**config.mk**
```make
export PLATFORM = sky130hd
export DESIGN_NAME = mbei_front
export DESIGN_NICKNAME = d
export VERILOG_FILES = /design/src/rtl/mbei_pkg.sv /design/src/rtl/mbei_mul.sv /design/src/rtl/mbei_front.sv
export SDC_FILE = /design/constraint.sdc
export NUM_CORES = 2
export LEC_CHECK = 0
export BUFFER_PORTS_ARGS = -buffer_cell sky130_fd_sc_hd__buf_2
export CAP_MARGIN = 25
export CORE_ASPECT_RATIO = 0.8
export CORE_MARGIN = 2
export CORE_UTILIZATION = 37
export CTS_CLUSTER_SIZE = 20
export DETAILED_ROUTE_END_ITERATION = 7
export PLACE_DENSITY = 0.53
export SETUP_SLACK_MARGIN = 0.2
export SYNTH_ARGS = -nofsm -noshare
export SYNTH_HDL_FRONTEND = slang
export SYNTH_SLANG_ARGS = --single-unit
```
**constraint.sdc**
```tcl
create_clock -name clk -period 12.64 [get_ports clk]
set_input_delay 0 -clock clk [delete_from_list [all_inputs] [get_ports clk]]
set_output_delay 0 -clock clk [all_outputs]
set_load 0.05 [all_outputs]
```
**src/rtl/mbei_pkg.sv**
```systemverilog
// ----------------------------------------------------------------------------
// Mandelbrot escape iteration package
// Widths and types shared by the front and back, and the component clamp used by the back.
// ----------------------------------------------------------------------------
package mbei_pkg;

	localparam int CFB = 60;
	localparam int IW = 24;
	localparam int MAG_SHIFT = 2 * CFB - 26;

	typedef logic signed [63:0] coord_t;
	typedef logic signed [127:0] wide_t;
	typedef logic [IW-1:0] iter_t;

	typedef struct packed {
		coord_t cr;
		coord_t ci;
		logic   interior;
	} job_t;

	function automatic coord_t clamp_comp(input wide_t v);
		wide_t lim;
		lim = wide_t'(1) <<< (CFB + 3);
		if (v >= lim) begin
			return coord_t'(lim - wide_t'(1));
		end
		if (v < -lim) begin
			return coord_t'(-lim);
		end
		return v[63:0];
	endfunction

endpackage

```
**src/rtl/mbei_mul.sv**
```systemverilog
// ----------------------------------------------------------------------------
// Sequential signed multiplier
// Forms a 64 x 64 signed product from four registered 32 x 32 partial products.
// ----------------------------------------------------------------------------
module mbei_mul (
	input  logic            clk,
	input  logic            arst_n,
	input  logic            start,
	input  mbei_pkg::coord_t a,
	input  mbei_pkg::coord_t b,
	output logic            done,
	output mbei_pkg::wide_t prod
);
	import mbei_pkg::*;

	logic [63:0]  ma_q, mb_q;
	logic         neg_q;
	logic [2:0]   cnt_q;
	logic         busy_q, done_q;
	logic [63:0]  pp_s1;
	logic [6:0]   sh_s1;
	logic [127:0] acc_q;
	wide_t        prod_q;
	logic [31:0]  opx, opy;
	logic [6:0]   sh;

	always_comb begin
		case (cnt_q[1:0])
			2'd0: begin opx = ma_q[31:0];  opy = mb_q[31:0];  sh = 7'd0;  end
			2'd1: begin opx = ma_q[31:0];  opy = mb_q[63:32]; sh = 7'd32; end
			2'd2: begin opx = ma_q[63:32]; opy = mb_q[31:0];  sh = 7'd32; end
			default: begin opx = ma_q[63:32]; opy = mb_q[63:32]; sh = 7'd64; end
		endcase
	end

	always_ff @(posedge clk or negedge arst_n) begin
		if (!arst_n) begin
			busy_q <= 1'b0;
			cnt_q  <= '0;
			done_q <= 1'b0;
		end else begin
			done_q <= 1'b0;
			if (start) begin
				busy_q <= 1'b1;
				cnt_q  <= '0;
			end else if (busy_q) begin
				cnt_q <= cnt_q + 3'd1;
				if (cnt_q == 3'd5) begin
					busy_q <= 1'b0;
					done_q <= 1'b1;
				end
			end
		end
	end

	always_ff @(posedge clk) begin
		if (start) begin
			ma_q  <= a[63] ? 64'(-a) : a;
			mb_q  <= b[63] ? 64'(-b) : b;
			neg_q <= a[63] ^ b[63];
			acc_q <= '0;
		end else if (busy_q) begin
			if (cnt_q < 3'd4) begin
				pp_s1 <= 64'(opx * opy);
				sh_s1 <= sh;
			end
			if (cnt_q >= 3'd1 && cnt_q <= 3'd4) begin
				acc_q <= acc_q + ({64'd0, pp_s1} << sh_s1);
			end
			if (cnt_q == 3'd5) begin
				prod_q <= neg_q ? -$signed(acc_q) : $signed(acc_q);
			end
		end
	end

	assign done = done_q;
	assign prod = prod_q;
endmodule

```
**src/rtl/mbei_front.sv**
```systemverilog
// ----------------------------------------------------------------------------
// Point classifier
// Accepts points and tests them against the main cardioid and period-2 bulb.
// ----------------------------------------------------------------------------
module mbei_front (
	input  logic             clk,
	input  logic             arst_n,
	input  logic             in_valid,
	output logic             in_stall,
	input  mbei_pkg::coord_t point_real,
	input  mbei_pkg::coord_t point_imag,
	input  logic             q_full,
	output logic             q_push,
	output mbei_pkg::job_t   q_data
);
	import mbei_pkg::*;

	typedef enum logic [5:0] {
		F_IDLE = 6'b000001,
		F_CY2  = 6'b000010,
		F_XS2  = 6'b000100,
		F_CARD = 6'b001000,
		F_BULB = 6'b010000,
		F_PUSH = 6'b100000
	} fstate_t;

	localparam coord_t ONE = coord_t'(1) <<< CFB;
	localparam coord_t QUARTER = coord_t'(1) <<< (CFB - 2);
	localparam wide_t BULB_R2 = wide_t'(1) <<< (2 * CFB - 4);

	fstate_t state_q;
	coord_t  cr_q, ci_q;
	wide_t   cy2_q;
	logic    interior_q;
	logic    accept, in_range;
	logic    mul_start, mul_done;
	coord_t  mul_a, mul_b, xs, qn, pp;
	wide_t   prod;

	assign accept = in_valid && !in_stall;
	assign in_stall = (state_q != F_IDLE);
	assign in_range = (point_real >= -(ONE <<< 1)) && (point_real < ONE)
		&& (point_imag >= -ONE) && (point_imag <= ONE);
	assign xs = cr_q - QUARTER;
	assign pp = cr_q + ONE;
	assign qn = coord_t'((prod + cy2_q) >>> CFB);

	always_comb begin
		mul_start = 1'b0;
		mul_a = '0;
		mul_b = '0;
		case (state_q)
			F_IDLE: begin
				mul_start = accept && in_range;
				mul_a = point_imag;
				mul_b = point_imag;
			end
			F_CY2: begin
				mul_start = mul_done;
				mul_a = xs;
				mul_b = xs;
			end
			F_XS2: begin
				mul_start = mul_done;
				mul_a = qn;
				mul_b = qn + xs;
			end
			F_CARD: begin
				mul_start = mul_done && ((cy2_q >>> 2) < prod);
				mul_a = pp;
				mul_b = pp;
			end
			default: begin
				mul_start = 1'b0;
			end
		endcase
	end

	mbei_mul u_mul (
		.clk   (clk),
		.arst_n(arst_n),
		.start (mul_start),
		.a     (mul_a),
		.b     (mul_b),
		.done  (mul_done),
		.prod  (prod)
	);

	always_ff @(posedge clk or negedge arst_n) begin
		if (!arst_n) begin
			state_q <= F_IDLE;
		end else begin
			case (state_q)
				F_IDLE: begin
					if (accept) begin
						state_q <= in_range ? F_CY2 : F_PUSH;
					end
				end
				F_CY2: begin
					if (mul_done) begin
						state_q <= F_XS2;
					end
				end
				F_XS2: begin
					if (mul_done) begin
						state_q <= F_CARD;
					end
				end
				F_CARD: begin
					if (mul_done) begin
						state_q <= ((cy2_q >>> 2) < prod) ? F_BULB : F_PUSH;
					end
				end
				F_BULB: begin
					if (mul_done) begin
						state_q <= F_PUSH;
					end
				end
				F_PUSH: begin
					if (!q_full) begin
						state_q <= F_IDLE;
					end
				end
				default: begin
					state_q <= F_IDLE;
				end
			endcase
		end
	end

	always_ff @(posedge clk) begin
		if (accept) begin
			cr_q <= point_real;
			ci_q <= point_imag;
			interior_q <= 1'b0;
		end
		if (state_q == F_CY2 && mul_done) begin
			cy2_q <= prod;
		end
		if (state_q == F_CARD && mul_done) begin
			interior_q <= !((cy2_q >>> 2) < prod);
		end
		if (state_q == F_BULB && mul_done) begin
			interior_q <= !(BULB_R2 < (prod + cy2_q));
		end
	end

	assign q_push = (state_q == F_PUSH) && !q_full;
	assign q_data = '{cr: cr_q, ci: ci_q, interior: interior_q};
endmodule

```
==> results by group <==
Cells and area
  – Commonest non-fill, non-tap cells in the layout: nand2_1 (1211), inv_1 (1140), nor2_1 (936), fa_1 (899), ha_1 (730)
  – Fillers: about 24000
  – Area grow syn2layout: 11.2%
  – Layout cells sized above 1: 7.29%
  – Final Cell Area: 0.0995 mm2
  – Net count, final: approximately 12000
  – Leading cell type in the layout, fill and taps excluded: nand2_1

Clock network
  – Clk buf depth: 3
  – Hold Buf Count CTS: approximately 190
  – Number of instances resized during post-cts repair: 0
  – CTS root buf: clkbuf_16
  – Setup Fix Bufs, Post-CTS: 0
  – H-tree depth: 3
  – CTS tree: done
  – CTS buffer count: slightly below 90
  – Worst-skew pair later-pin latency: roughly 730 ps
  – CTS clk-pin slew, worst paths: ~60 ps
  – Clk sinks: roughly 720

Global routing
  – Largest net degree at the start of global routing: 90
  – First-pass GRT wire length: 562000 um
  – Antenna violations before repair: 16
  – Vias in the first global route: 77300
  – GRT Util Overall: 31.4%
  – GRT overflow: 0

Setup path
  – Worst setup EP type: flip-flop
  – Crit start category: flip-flop
  – Crit Path Class: flip-flop to flip-flop
  – RR Endpoint: u_mul.pp_s1[63]
  – Worst Path Buf+Inv: 7
  – R2R Path Start: u_mul.cnt_q[0]
  – Slowest cell delay on critical path: approximately 700 ps
  – Worst path top cell family by delay: adder cells
  – R2R setup slack: between 1000 and 1500 ps
  – Crit path arrival time: 11690 ps
  – Most used cell, CP: fa_1
  – Largest fanout on the critical path: 16
  – Slowest CP cell: mux2i_2
  – Critical Path Source: u_mul.cnt_q[0]
  – Worst Path Required: about 13000 ps
  – Reg2Reg Depth: 34

Worst hold path
  – Hold WC Path Type: primary input to flip-flop
  – Hold Path Cell Cnt: 2
  – Hold Path Origin: point_real[9]
  – Hold endpoint: cr_q[9]

Detailed routing
  – Metal2 WL: 153000 um
  – Met1 wire length: 181000 um
  – DR WL/cell: 28.8 um
  – Met3 wire len: a little over 40000 um
  – Router iterations before antenna repair: 6
  – Via count: 80600
  – Routed WL: roughly 400000 um
  – Antenna Nets Post-Route: 0
  – Via density per instance: about 5.9
  – Top sig layer: met5
  – DRC viols: 0
  – Initial DRC Count: 9108

Placed design
  – GPL Wtd Cong: 1.05
  – Post-place setup slack: ~1500 ps
  – Port buffer count: about 260
  – Cell Area, Placed: around 0.095 mm2
  – Post-DP HPWL: roughly 330000 um

Timing
  – Setup TNS Final: 0 ps
  – Final setup fails: 0
  – Slew Limit Fails: 0
  – Max frequency: slightly below 90 MHz
  – Period utilisation layout: 88.8%
  – Tmin final: ~11000 ps
  – RSZ-0062 raised after global routing: no
  – PnR worst setup slack: 1410 ps
  – Slew HR: a little over a fifth
  – Clock Skews: ~44 ps
  – Worst-Margin Slew: between 1000 and 1500 ps
  – Hold Violations, Final: 0

Synthesis
  – Mapped Area: roughly 0.09 mm2
  – Synth Instances: about 10000
  – Sequential area share after synthesis: a little under a quarter
  – Synth area leader: fa_1
  – Synth Register Bits: 719
  – Netlist cell types: about 100
  – Syn avg cell area: 8.80 um2
  – Synth area leaders: fa_1 (20%), edfxtp_1 (19%), ha_1 (10%)
  – Ys flop type: edfxtp_1
  – Net Count, Synth: around 12000
  – Number of enable flip-flop cells after synthesis: a little under 600
  – Post-synth ARST share: about 1.5%
  – Yosys warning count: 0
  – Post-synth top area share: between 20% and 30%

Die
  – Die H: roughly 440 um
  – Core Region: about 0.24 mm2
  – Cell Rows: 161
  – Horiz. Die Dim: 554 um
  – Die area: 0.246 mm2
  – Initial Util: a little under two fifths
  – I/O pin count: ~260

Job
  – Max-cap violations: 0

Outcome
  – Outcome: complete, no violations
-- cells by family after synthesis --
group | count (synthesis) | share of synthesized area, %
xor gates and xnor gates | 555 | 5.43
buffers and inverters | 1598 | 6.75
DFF | 719 | 22.6
adders and majority gates | 1629 | 30.3
muxes | 183 | 2.14
AOI/OAI and AO/OA | 2229 | 16.0
and+or+nand+nor | 3252 | 16.7
-- worst max-delay path by stage --
stage,cells after the start,end,slack [ps]
6_report,34,u_mul.pp_s1[63],1410
5_1_grt,34,u_mul.pp_s1[63],820
4_1_cts,34,u_mul.pp_s1[63],1490
3_5_place_dp,34,u_mul.pp_s1[63],1540
3_3_place_gp,34,u_mul.pp_s1[63],1840
2_1_floorplan,35,u_mul.pp_s1[63],2830
-- metal layers --
layer / vias to the layer above / track usage (%)
met1: 40400 / 47.1
met5: - / 0
li1: 35600 / -
met2: 4071 / 42.3
met4: 8 / 12.5
met3: 591 / 7.98
-- Yosys cell counts (all sizes together) (70+ instances only) --
library cell  instances
o31ai                73
mux2i               117
xor2                146
a31oi               108
nor2b                74
dfxtp               128
clkbuf              405
nand3               144
nand2              1212
a22o                 76
nor4                 82
a21oi               717
fa                  899
nor2                943
ha                  730
xnor2               409
a21o                288
o21ai               406
o21bai               91
nand4               192
and3                 70
inv                1141
nor3                164
and2                 84
edfxtp              580
-- worst reg2reg max path: cells and delay by family, from the launching register on --
kind | cells | cell delay (ps)
adders and majority gates | 10 | 4830
buffers and inverters | 7 | 1050
AOI/OAI and AO/OA | 12 | 3240
muxes | 1 | 710
xor gates and xnor gates | 1 | 90
and+or+nand+nor | 3 | 590
DFF | 1 | 470
-- layout make-up --
type,count,area [um2],area share [%]
inverter,1142,4290,4.31
timing repair buffer,635,4610,4.64
tap,3178,3980,4.00
clock buffer,102,2250,2.27
sequential,719,20300,20.4
clock inverter,58,651,0.654
multi-input combinational,7848,63400,63.7
antenna,11,27.5,0.0277
-- registers in the layout, summed over array words and instances (netlist names) --
register / flops
u_mul.acc_q: 128
u_mul.pp_s1: 64
u_mul.prod: 128
u_mul.ma_q: 64
state_q: 6
cy2_q: 128
cr_q: 64
u_mul.mb_q: 64
u_mul.busy_q: 1
interior_q: 1
u_mul.sh_s1: 2
ci_q: 64
u_mul.cnt_q: 3
u_mul.neg_q: 1
u_mul.done: 1
-- per-stage QoR --
| step | hold slack [ps] | util [%] | cells |
|---|---|---|---|
| finish | 31.8 | 41.4 | 13700 |
| global route | 11.1 | 41.4 | 13700 |
| CTS | 0.0429 | 41.3 | 13700 |
| detailed placement | -73.7 | 39.3 | 13300 |
| global placement | -67.6 | 39.3 | 13300 |
| floorplan | -296 | - | 10200 |
Power is left out: the tool's default activity adds up to more than one toggle a clock period on the data nets, which glitch-free logic cannot reach.
