$ cat src/rtl/mbei_pkg.sv
// ----------------------------------------------------------------------------
// Mandelbrot escape iteration package
// Widths and types shared by the front and back, and the component clamp used by the back.
// ----------------------------------------------------------------------------
package mbei_pkg;

	localparam int CFB = 60;
	localparam int IW = 24;
	localparam int MAG_SHIFT = 2 * CFB - 26;

	typedef logic signed [63:0] coord_t;
	typedef logic signed [127:0] wide_t;
	typedef logic [IW-1:0] iter_t;

	typedef struct packed {
		coord_t cr;
		coord_t ci;
		logic   interior;
	} job_t;

	function automatic coord_t clamp_comp(input wide_t v);
		wide_t lim;
		lim = wide_t'(1) <<< (CFB + 3);
		if (v >= lim) begin
			return coord_t'(lim - wide_t'(1));
		end
		if (v < -lim) begin
			return coord_t'(-lim);
		end
		return v[63:0];
	endfunction

endpackage

$ cat src/rtl/mbei_queue.sv
// ----------------------------------------------------------------------------
// Job queue
// Two-entry queue that carries classified points from the front to the back.
// ----------------------------------------------------------------------------
module mbei_queue (
	input  logic           clk,
	input  logic           arst_n,
	input  logic           push,
	input  mbei_pkg::job_t wr_data,
	input  logic           pop,
	output logic           full,
	output logic           not_empty,
	output mbei_pkg::job_t rd_data
);
	import mbei_pkg::*;

	job_t       mem_q [2];
	logic       wr_ptr_q, rd_ptr_q;
	logic [1:0] cnt_q;

	always_ff @(posedge clk or negedge arst_n) begin
		if (!arst_n) begin
			wr_ptr_q <= 1'b0;
			rd_ptr_q <= 1'b0;
			cnt_q    <= '0;
		end else begin
			if (push) begin
				wr_ptr_q <= ~wr_ptr_q;
			end
			if (pop) begin
				rd_ptr_q <= ~rd_ptr_q;
			end
			cnt_q <= cnt_q + {1'b0, push} - {1'b0, pop};
		end
	end

	always_ff @(posedge clk) begin
		if (push) begin
			mem_q[wr_ptr_q] <= wr_data;
		end
	end

	assign full      = (cnt_q == 2'd2);
	assign not_empty = (cnt_q != 2'd0);
	assign rd_data   = mem_q[rd_ptr_q];
endmodule

$ cat config.mk
export PLATFORM = sky130hd
export DESIGN_NAME = mbei_queue
export DESIGN_NICKNAME = d
export VERILOG_FILES = /design/src/rtl/mbei_pkg.sv /design/src/rtl/mbei_queue.sv
export SDC_FILE = /design/constraint.sdc
export NUM_CORES = 1
export LEC_CHECK = 0
export BUFFER_PORTS_ARGS = -buffer_cell sky130_fd_sc_hd__buf_4
export CELL_PAD_IN_SITES_DETAIL_PLACEMENT = 1
export CELL_PAD_IN_SITES_GLOBAL_PLACEMENT = 1
export CORE_ASPECT_RATIO = 1.4
export CORE_MARGIN = 10
export CORE_UTILIZATION = 35
export CTS_CLUSTER_SIZE = 12
export DETAILED_ROUTE_END_ITERATION = 6
export GPL_TIMING_DRIVEN = 1
export PLACE_DENSITY_LB_ADDON = 0.1
export SETUP_SLACK_MARGIN = 0.02
export SYNTH_ARGS = -nofsm -noshare
export SYNTH_HDL_FRONTEND = slang
export SYNTH_SLANG_ARGS = --single-unit
$ cat constraint.sdc
create_clock -name clk -period 7.5 [get_ports clk]
set_input_delay 0.75 -clock clk [delete_from_list [all_inputs] [get_ports clk]]
set_output_delay 0.75 -clock clk [all_outputs]
set_load 0.01 [all_outputs]
==> summary.txt, run 1 <==
Clocking
  – Max Buffers Root-to-Sink: 3
  – CTS root buffer: clkbuf_16
  – Clk pin slew, worst setup/hold paths: around 0.060 ns
  – TritonCTS buffer count: 27
  – CTS tree: yes
  – Worst-skew pair later-pin latency: 0.52 ns
  – Clock sinks: between 200 and 300
  – PostCTS Resize Cnt: 0
  – H-tree depth: 1

Power
  – Total power: around 4.6 mW
  – Maximum vdd drop: 0.212 mV
  – Pwr dens: ~370 nW/um^2
  – Leak: 4.69 nW

Floorplan
  – Std cell rows: between 70 and 80
  – Die area: 34300 um^2
  – Core footprint: 26800 um^2
  – Initial Util: 0.355
  – # IOs: 264
  – Die W: 159 um
  – Die Ht: 215 um

Synth
  – Top post-synthesis cells by area: edfxtp_1 81%, mux2_2 15%, buf_6 1.2%, dfrtp_1 1.0%, ha_1 0.26%
  – Syn_area_per_cell: 22.9 um^2
  – Cell with the most instances after synthesis: edfxtp_1
  – Synth area leader: edfxtp_1
  – Post-synth EDFFs: 258
  – Register bit total from synthesis: 262
  – FFs w/ async S/R, synth: 0.0153
  – Yosys top cell area share: 0.813
  – Distinct cells, synth: 13
  – Mapped Area: around 9500 um^2
  – Most frequent cells after synthesis: 258 x edfxtp_1, 129 x mux2_2, 10 x buf_6
  – Post-synth top flop: edfxtp_1
  – Sequential fraction of the synthesis area: 0.823
  – Post-Synthesis Cells: 416
  – Synthesized Nets: 551
  – Synth warn: 0

Setup path
  – CP required: 6.75 ns
  – Worst EP arrival: 3.00 ns
  – Crit-path max cell delay: 1.01 ns
  – RR Startpoint: wr_ptr_q$_DFFE_PN0P_
  – FF-to-FF setup slack: 4.95 ns
  – CP max FO: 66
  – CP delay by family, top: flip-flops
  – Worst setup SP type: flip-flop
  – Crit path buffers/inverters: 2
  – Critical-path cell list: buf_4 > mux2_2 > buf_4
  – Critical path type: flip-flop to output port
  – Crit. End Element: output port
  – Reg2Reg Depth: 2
  – RR Endpoint: mem_q[1][98]$_DFFE_PP_
  – Critical path's slowest cell: dfrtp_4
  – Worst path most repeated cell: buf_4

Global routing
  – Vias in the first global route: 5561
  – Largest net degree at the start of global routing: between 60 and 70
  – Met2 usage: 0.241
  – GRT Max-Usage Layer: met2
  – Grt ovf: 0
  – Antenna violations before repair: 0
  – GRT Total Usage: 0.127
  – GR Util met1: 0.133
  – Global-route wire length before repair: roughly 34 mm
  – Met3 Usage GRT: 0.0377

Placement
  – Gpl congestion: 0.693
  – IO Port Bufs: about 260
  – DP HPWL: 16.1 mm

Route
  – DR vias: 4863
  – Vias per cell: ~4.5
  – DRC: 0
  – Pre-Repair DR Iteration Count: 4
  – Routed wire length: ~23 mm
  – Routed len/inst: 21.5 um
  – Initial DRC Count: 199
  – Antenna-violating nets left: 0

Worst hold path
  – Hold Crit Depth: 1
  – Tightest Hold Check Type: input port to flip-flop
  – Hold path startpoint: wr_data[96]
  – Hold Path Sink: mem_q[1][96]$_DFFE_PP_

Cells and area
  – Share of post-route cells with drive strength above 1: 0.603
  – FILL cells: 2571
  – NumNets Final: approximately 830
  – P&R area growth vs syn: 32.4%

STA
  – Fin Setup TNS: 0 ns
  – Final min period: 3.75 ns
  – Final hold violations: 0
  – RSZ-0062 raised after global routing: no
  – Final setup viols: 0
  – Crit share post-route: 0.500
  – Worst clock skew: 0.00474 ns
  – Max Slew Vio Count: 0
  – Max_slew headroom: 0.366
  – Fmax: 0.266 GHz
  – Least-Margin Pin Slew: roughly 0.95 ns

Run status
  – Status: finished clean

Flow run
  – Max-cap check violation count: 0
## layout make-up
cell class                      count  area (um^2)  area share
Antenna cell                        1         2.50    0.000198
Clock buffer                       33          698      0.0553
Clock inverter                      9         36.3     0.00287
Inverter                            2         7.51    0.000595
Multi-Input combinational cell    138         1550       0.123
Sequential cell                   262         7850       0.622
Tap cell                          365          457      0.0362
Timing Repair Buffer              268         2010       0.160
## power by group
group	internal, mW	switching [mW]
Combinational	0.740	0.678
Clock	0.648	0.505
Sequential	1.95	0.131
## registers in the layout, summed over array words and instances, names as in the netlist
name and flops:
cnt_q 2, mem_q 258, rd_ptr_q 1, wr_ptr_q 1
## worst register-to-register path, stage by stage, from the launching register on
cell     delay (ns)
dfrtp_1        0.42
and2_4         0.79
buf_4          0.88
## per-layer routing
metal / wire length [um] / up-vias
li1: - / 2217
met4: 402 / 0
met1: 8330 / 2446
met2: 12800 / 164
met5: 0 / -
met3: 1600 / 36
## what timing repair did
action,in CTS,in global routing
endpoints found under the hold margin,4,0
setup buffers,0,0
hold buffers,1,0
## layout by cell type (no fill, tap or decap), drive strengths merged
cell / count
xor3: 1
dfrtp: 4
diode: 1
mux2: 129
nor2b: 2
clkbuf: 33
clkinv: 9
ha: 2
dlygate4sd3: 1
edfxtp: 258
inv: 2
xor2: 2
and2: 1
or2: 1
buf: 267
## logic make-up after synthesis
| family | after synthesis | share of synthesized area |
|---|---|---|
| flops | 262 | 0.823 |
| mux | 129 | 0.152 |
| buf+inv | 16 | 0.0150 |
| simple gates | 4 | 0.00263 |
| xor+xnor | 3 | 0.00433 |
| fa+ha+maj | 2 | 0.00262 |
## through the flow
step | hold WS [ns] | utilization | instances | worst slack, ns | instance area, um^2
5_1_grt | 0.390 | 0.470 | 1077 | 3.54 | 12600
3_5_place_dp | 0.550 | 0.443 | 1034 | 4.18 | 11900
3_3_place_gp | 0.528 | 0.443 | 1034 | 4.20 | 11900
6_report | 0.415 | 0.470 | 1078 | 3.75 | 12600
4_1_cts | 0.386 | 0.470 | 1077 | 3.60 | 12600
2_1_floorplan | 0.454 | - | 416 | 0.525 | 9530
## worst max path at each step
| stage | start | endpoint | slack (ns) | cells past startpoint |
|---|---|---|---|---|
| 2_1_floorplan | push | mem_q[0][0]$_DFFE_PP_ | 0.52 | 1 |
| 3_3_place_gp | rd_ptr_q$_DFFE_PN0P_ | rd_data[82] | 4.20 | 3 |
| 3_5_place_dp | rd_ptr_q$_DFFE_PN0P_ | rd_data[82] | 4.18 | 3 |
| 4_1_cts | rd_ptr_q$_DFFE_PN0P_ | rd_data[82] | 3.60 | 3 |
| 5_1_grt | rd_ptr_q$_DFFE_PN0P_ | rd_data[106] | 3.54 | 3 |
| 6_report | rd_ptr_q$_DFFE_PN0P_ | rd_data[70] | 3.75 | 3 |
(Power assumes the default switching activity.)
==> inputs of run 2 (changes only) <==
ABC_AREA = 1   (was not set)
clock period = 3.3 ns   (was 7.5 ns; I/O delays follow)
==> run 2 against run 1 <==
  * Clock power grew to 2.6 times the previous value
  * Critical path depth is 1 higher
  * Core utilization is 4.5 points higher
  * Sequential share of layout area is 9.0 points lower
  * Sequential power is 120% higher
  * Critical path type unchanged
  * Power grew to 2.6 times the previous value
  * Highest routed layer is now met5
  * Register-to-register slack worse by 3.4 ns
==> summary.txt, run 2 <==
STA
  – Final min period: 2.47 ns
  – Crit share post-route: 0.749
  – Fmax: ~0.40 GHz
  – Final setup viols: 0
  – Worst clock skew: a little under 0.007 ns
  – Final hold violations: 0
  – RSZ-0062 raised after global routing: no
  – Max Slew Vio Count: 0
  – Fin Setup TNS: 0 ns
  – Least-Margin Pin Slew: 0.679 ns
  – Max_slew headroom: 0.547

Cells and area
  – Number of flip-flops in the largest register: 258
  – Final cell count without fillers: 1504
  – Most common cell after layout, fill and taps aside: buf_4
  – Biggest register: mem_q
  – NumNets Final: between 1000 and 1500
  – Share of post-route cells with drive strength above 1: 0.367
  – Final Instance Area: 14700 um^2
  – Top flop regs: mem_q x258, cnt_q x2
  – Multi-input logic area: 1580 um^2
  – FILL cells: 2856
  – P&R area growth vs syn: 44.3%
  – Seq. cell area: 7850 um^2
  – Most frequent cells in the layout: 269 x buf_4, 258 x edfxtp_1, 135 x inv_1

Flow run
  – Max-cap check violation count: 0

Synth
  – Synth area leader: edfxtp_1
  – Top post-synthesis cells by area: edfxtp_1 76%, o21ai_2 7.7%, inv_1 5.0%, nand2_1 4.6%, buf_6 1.8%
  – Cell with the most instances after synthesis: edfxtp_1
  – Synth warn: 0
  – Post-synth EDFFs: 258
  – Post-synth top flop: edfxtp_1
  – Yosys top cell area share: 0.758
  – Post-Synthesis Cells: 699
  – Synthesized Nets: 834
  – Mapped Area: 10200 um^2
  – Syn_area_per_cell: 14.6 um^2
  – Sequential fraction of the synthesis area: 0.768
  – Distinct cells, synth: 18
  – FFs w/ async S/R, synth: 0.0153
  – Register bit total from synthesis: 262
  – Most frequent cells after synthesis: 258 x edfxtp_1, 136 x inv_1, 126 x nand2_1

Clocking
  – Clk pin slew, worst setup/hold paths: 0.06 ns
  – Max Buffers Root-to-Sink: 3
  – TritonCTS buffer count: 28
  – Worst-skew pair later-pin latency: 0.54 ns
  – Post-CTS Setup Inserts: 0
  – Hold-fix buffer count after cts: 132
  – CTS root buffer: clkbuf_16
  – CTS tree: yes
  – Clock sinks: 262
  – PostCTS Resize Cnt: 0
  – H-tree depth: 1

Power
  – Maximum vdd drop: 0.585 mV
  – Switch Pwr: between 3 and 4 mW
  – Total power: about 12 mW
  – Sw Ratio: 0.326
  – Clk pwr share: 0.253
  – Leak: 6.14 nW
  – Int Power: 8.01 mW
  – Pwr dens: 806 nW/um^2
  – Share of power burned in registers: 0.391
  – Comb pwr share: 0.356

Route
  – Vias per cell: 4.35
  – DR vias: ~6500
  – Routed len/inst: 17.2 um
  – Routed wire length: 25.9 mm
  – Pre-Repair DR Iteration Count: 4
  – DRC: 0
  – Initial DRC Count: 120
  – Antenna-violating nets left: 0

Setup path
  – Worst setup SP type: flip-flop
  – CP required: approximately 3 ns
  – Worst EP arrival: around 2.1 ns
  – Critical path type: flip-flop to output port
  – CP max FO: 84
  – Crit. End Element: output port

Floorplan
  – Die area: between 30000 and 40000 um^2
  – Core footprint: 28600 um^2
  – Die Ht: 222 um
  – Die W: ~160 um
  – Initial Util: 0.357
  – Std cell rows: 73
  – # IOs: 264

Worst hold path
  – Tightest Hold Check Type: input port to async pin

Placement
  – DP HPWL: about 17 mm
  – IO Port Bufs: around 260
  – Placed Cells incl. Taps: between 1000 and 1500
  – Placement Cell Area: 12500 um^2
  – Gpl congestion: 0.721

Global routing
  – Vias in the first global route: 7223
  – GRT Total Usage: 0.139
  – Antenna violations before repair: 2
  – Global-route wire length before repair: 40.0 mm
  – Largest net degree at the start of global routing: 85
  – Grt ovf: 0

Run status
  – Status: finished clean
==> run 2: worst max-delay path, cell delays in order (launching register included) <==
cell,delay [ns]
dfrtp_4,0.72
buf_12,0.41
nand2_1,0.13
o21ai_2,0.09
buf_4,0.15
==> run 2: power by group through the flow <==
stage | clock network [mW] | registers (mW) | logic, mW
floorplan | 0 | 4.64 | 2.44
global placement | 0 | 4.70 | 4.19
detailed placement | 0 | 4.73 | 4.22
CTS | 3.12 | 4.66 | 4.38
global route | 3.26 | 4.71 | 4.68
finish | 3.00 | 4.65 | 4.24
==> run 2: final timing paths <==
| kind | start | end | slack (ns) | cells past startpoint |
|---|---|---|---|---|
| min reg2reg | wr_ptr_q$_DFFE_PN0P_ | wr_ptr_q$_DFFE_PN0P_ | 0.55 | 1 |
| min | arst_n | cnt_q[1]$_DFF_PN0_ | 0.12 | 2 |
| min in group clk | wr_data[127] | mem_q[0][127]$_DFFE_PP_ | 0.51 | 2 |
| max reg2reg | wr_ptr_q$_DFFE_PN0P_ | mem_q[0][36]$_DFFE_PP_ | 1.58 | 2 |
| max | rd_ptr_q$_DFFE_PN0P_ | rd_data[116] | 0.83 | 4 |
| max in group asynchronous | arst_n | rd_ptr_q$_DFFE_PN0P_ | 3.06 | 2 |
==> run 2: cell families (layout without fill, tap and decap cells) <==
| kind of cell | Yosys count | in the layout | share of synthesized area |
|---|---|---|---|
| xor gates and xnor gates | 2 | 2 | 0.00171 |
| AOI/OAI and AO/OA | 129 | 129 | 0.0963 |
| DFF | 262 | 262 | 0.768 |
| other | 0 | 1 | 0 |
| adders and majority gates | 2 | 2 | 0.00245 |
| buffers and inverters | 165 | 594 | 0.0778 |
| and+or+nand+nor | 139 | 139 | 0.0536 |
==> run 2: area by class of cell <==
type / instances / share of cell area
well taps: 375 / 0.0318
repair buffers: 406 / 0.233
diodes: 1 / 0.000170
clock inverters: 6 / 0.00390
clock buffers: 46 / 0.0563
multi-input cells: 272 / 0.107
inverters: 136 / 0.0349
flip-flops and latches: 262 / 0.532
==> run 2: through the flow <==
stage               setup slack, ns  hold WS (ns)   util
floorplan                     0.489        0.0344      -
global placement               1.41         0.132  0.438
detailed placement             1.37         0.134  0.438
CTS                           0.768        0.0858  0.516
global route                  0.634         0.104  0.516
finish                        0.827         0.120  0.516
==> run 2: metal layers <==
metal  global-route usage  share of wire
met1                0.147           0.35
met2                0.259           0.55
met3               0.0407          0.074
met4               0.0383          0.021
met5                    0        0.00027
==> inputs of run 3 (changes only) <==
ABC_AREA = 0   (was 1)
clock period = 2.5 ns   (was 3.3 ns; I/O delays follow)
==> run 3 against run 2 <==
  * Clock power grew 22%
  * Non-clock buffer count fell by 5
  * Hold slack lost 0.049 ns
  * Global-route usage is 0.14 points lower
  * Sequential cell count unchanged
  * Worst setup slack got worse by 0.52 ns
  * Critical endpoint is now rd_data[112]
==> summary.txt, run 3 (same netlist as run 1, synthesis figures left out) <==
Route
  – Routed len/inst: 20.3 um
  – Routed wire length: 24.6 mm
  – Vias per cell: 4.43
  – Initial DRC Count: 160
  – Antenna-violating nets left: 0
  – DRC: 0
  – DR vias: around 5400
  – Pre-Repair DR Iteration Count: 4

Setup path
  – Crit path buffers/inverters: 2
  – Crit. End Element: output port
  – CP required: 2.25 ns
  – RR Endpoint: mem_q[1][69]$_DFFE_PP_
  – Worst EP arrival: 1.95 ns
  – Crit-path max cell delay: 0.49 ns
  – Critical-path cell list: buf_12 > mux2_2 > buf_4
  – Reg2Reg Depth: 2
  – Worst setup SP type: flip-flop
  – CP delay by family, top: flip-flops
  – Critical path type: flip-flop to output port
  – Worst Setup SP: rd_ptr_q$_DFFE_PN0P_
  – FF-to-FF setup slack: 1.07 ns
  – CP max FO: 65
  – RR Startpoint: wr_ptr_q$_DFFE_PN0P_
  – Critical path's slowest cell: dfrtp_4

STA
  – RSZ-0062 raised after global routing: no
  – Fmax: 0.455 GHz
  – Fin Setup TNS: 0 ns
  – Max_slew headroom: 0.690
  – Worst clock skew: 0.00975 ns
  – Setup WS post-layout: 0.302 ns
  – Final setup viols: 0
  – Max Slew Vio Count: 0
  – Final hold violations: 0
  – Least-Margin Pin Slew: ~0.46 ns
  – Crit share post-route: 0.879
  – Final min period: 2.20 ns

Floorplan
  – Die Ht: 215 um
  – Die W: 159 um
  – Die area: roughly 34000 um^2
  – Std cell rows: 71
  – Initial Util: 0.355
  – # IOs: 264
  – Core footprint: about 27000 um^2

Global routing
  – GRT Total Usage: 0.138
  – Antenna violations before repair: 2
  – Global-route wire length before repair: 37.1 mm
  – Largest net degree at the start of global routing: 78
  – Vias in the first global route: between 6000 and 7000
  – Grt ovf: 0

Placement
  – DP HPWL: 16.5 mm
  – IO Port Bufs: 263
  – Gpl congestion: about 0.74
  – Dpl ws: just over 0.8 ns
  – Placement Cell Area: 12000 um^2

Clocking
  – TritonCTS buffer count: 27
  – Post-CTS Setup Inserts: 0
  – Max Buffers Root-to-Sink: 3
  – H-tree depth: 1
  – CTS root buffer: clkbuf_16
  – Worst-skew pair later-pin latency: 0.52 ns
  – CTS tree: yes
  – Clock sinks: about 260
  – Clk pin slew, worst setup/hold paths: 0.06 ns

Cells and area
  – NumNets Final: between 900 and 1000
  – Layout Utilization: 0.525
  – Seq. cell area: 7850 um^2
  – Biggest register: mem_q
  – Most frequent cells in the layout: 263 x buf_4, 258 x edfxtp_1, 132 x dlygate4sd3_1
  – Multi-input logic area: 1550 um^2
  – Most common cell after layout, fill and taps aside: buf_4
  – Final Instance Area: between 10000 and 15000 um^2
  – Top flop regs: mem_q x258, cnt_q x2
  – Number of flip-flops in the largest register: 258
  – P&R area growth vs syn: 47.7%
  – FILL cells: 2501
  – Share of post-route cells with drive strength above 1: 0.517

Worst hold path
  – Tightest Hold Check Type: input port to async pin

Run status
  – Status: finished clean

Power
  – Pwr dens: a little over 1000 nW/um^2
  – Leak: about 5.3 nW
  – Total power: 14.4 mW
  – Maximum vdd drop: 0.969 mV

Flow run
  – Max-cap check violation count: 0
==> run 3: what timing repair did <==
item                                    in CTS  in global routing
resized for setup                            0                  0
hold endpoints to repair                   264                  0
hold buffers                               132                  0
endpoints found under the setup margin       0                  0
==> run 3: worst max-delay path by stage <==
stage                                  endpoint  slack (ns)  cells after the start
after floorplan           mem_q[0][0]$_DFFE_PP_       -0.26                      1
after global placement             rd_data[107]        0.83                      3
after detailed placement            rd_data[41]        0.83                      3
after CTS                           rd_data[41]        0.27                      3
after global routing               rd_data[101]        0.22                      3
final                              rd_data[112]        0.30                      3
==> run 3: area by class of cell <==
cell class                      count  share of cell area
Sequential cell                   262               0.558
Timing Repair Buffer              401               0.243
Multi-Input combinational cell    138               0.110
Clock buffer                       39              0.0547
Tap cell                          365              0.0324
Clock inverter                      3             0.00133
Inverter                            2            0.000533
Antenna cell                        2            0.000355
==> run 3: power breakdown <==
part / switching [mW] / internal (mW) / leakage [nW]
clock network: 1.54 / 2.11 / 0.389
logic: 2.30 / 2.45 / 2.44
registers: 0.215 / 5.83 / 2.47
total: 4.06 / 10.4 / 5.30
==> run 3: worst reg2reg max path, stage by stage, from the launching register on <==
cell and delay (ns):
dfrtp_1 0.42, and2_4 0.22, buf_12 0.40
==> run 3: stage by stage <==
step / hold WS (ns) / cells
6_report: 0.0713 / 1212
5_1_grt: 0.0740 / 1212
4_1_cts: 0.0534 / 1210
3_5_place_dp: 0.0536 / 1036
3_3_place_gp: 0.0526 / 1036
2_1_floorplan: -0.0456 / 416
==> run 3: per-layer routing <==
metal	share of wire	GRT usage	vias to the layer above
li1	-	-	2479
met1	0.36	0.143	2691
met2	0.56	0.260	164
met3	0.063	0.0409	30
met4	0.020	0.0409	0
met5	0	0	-
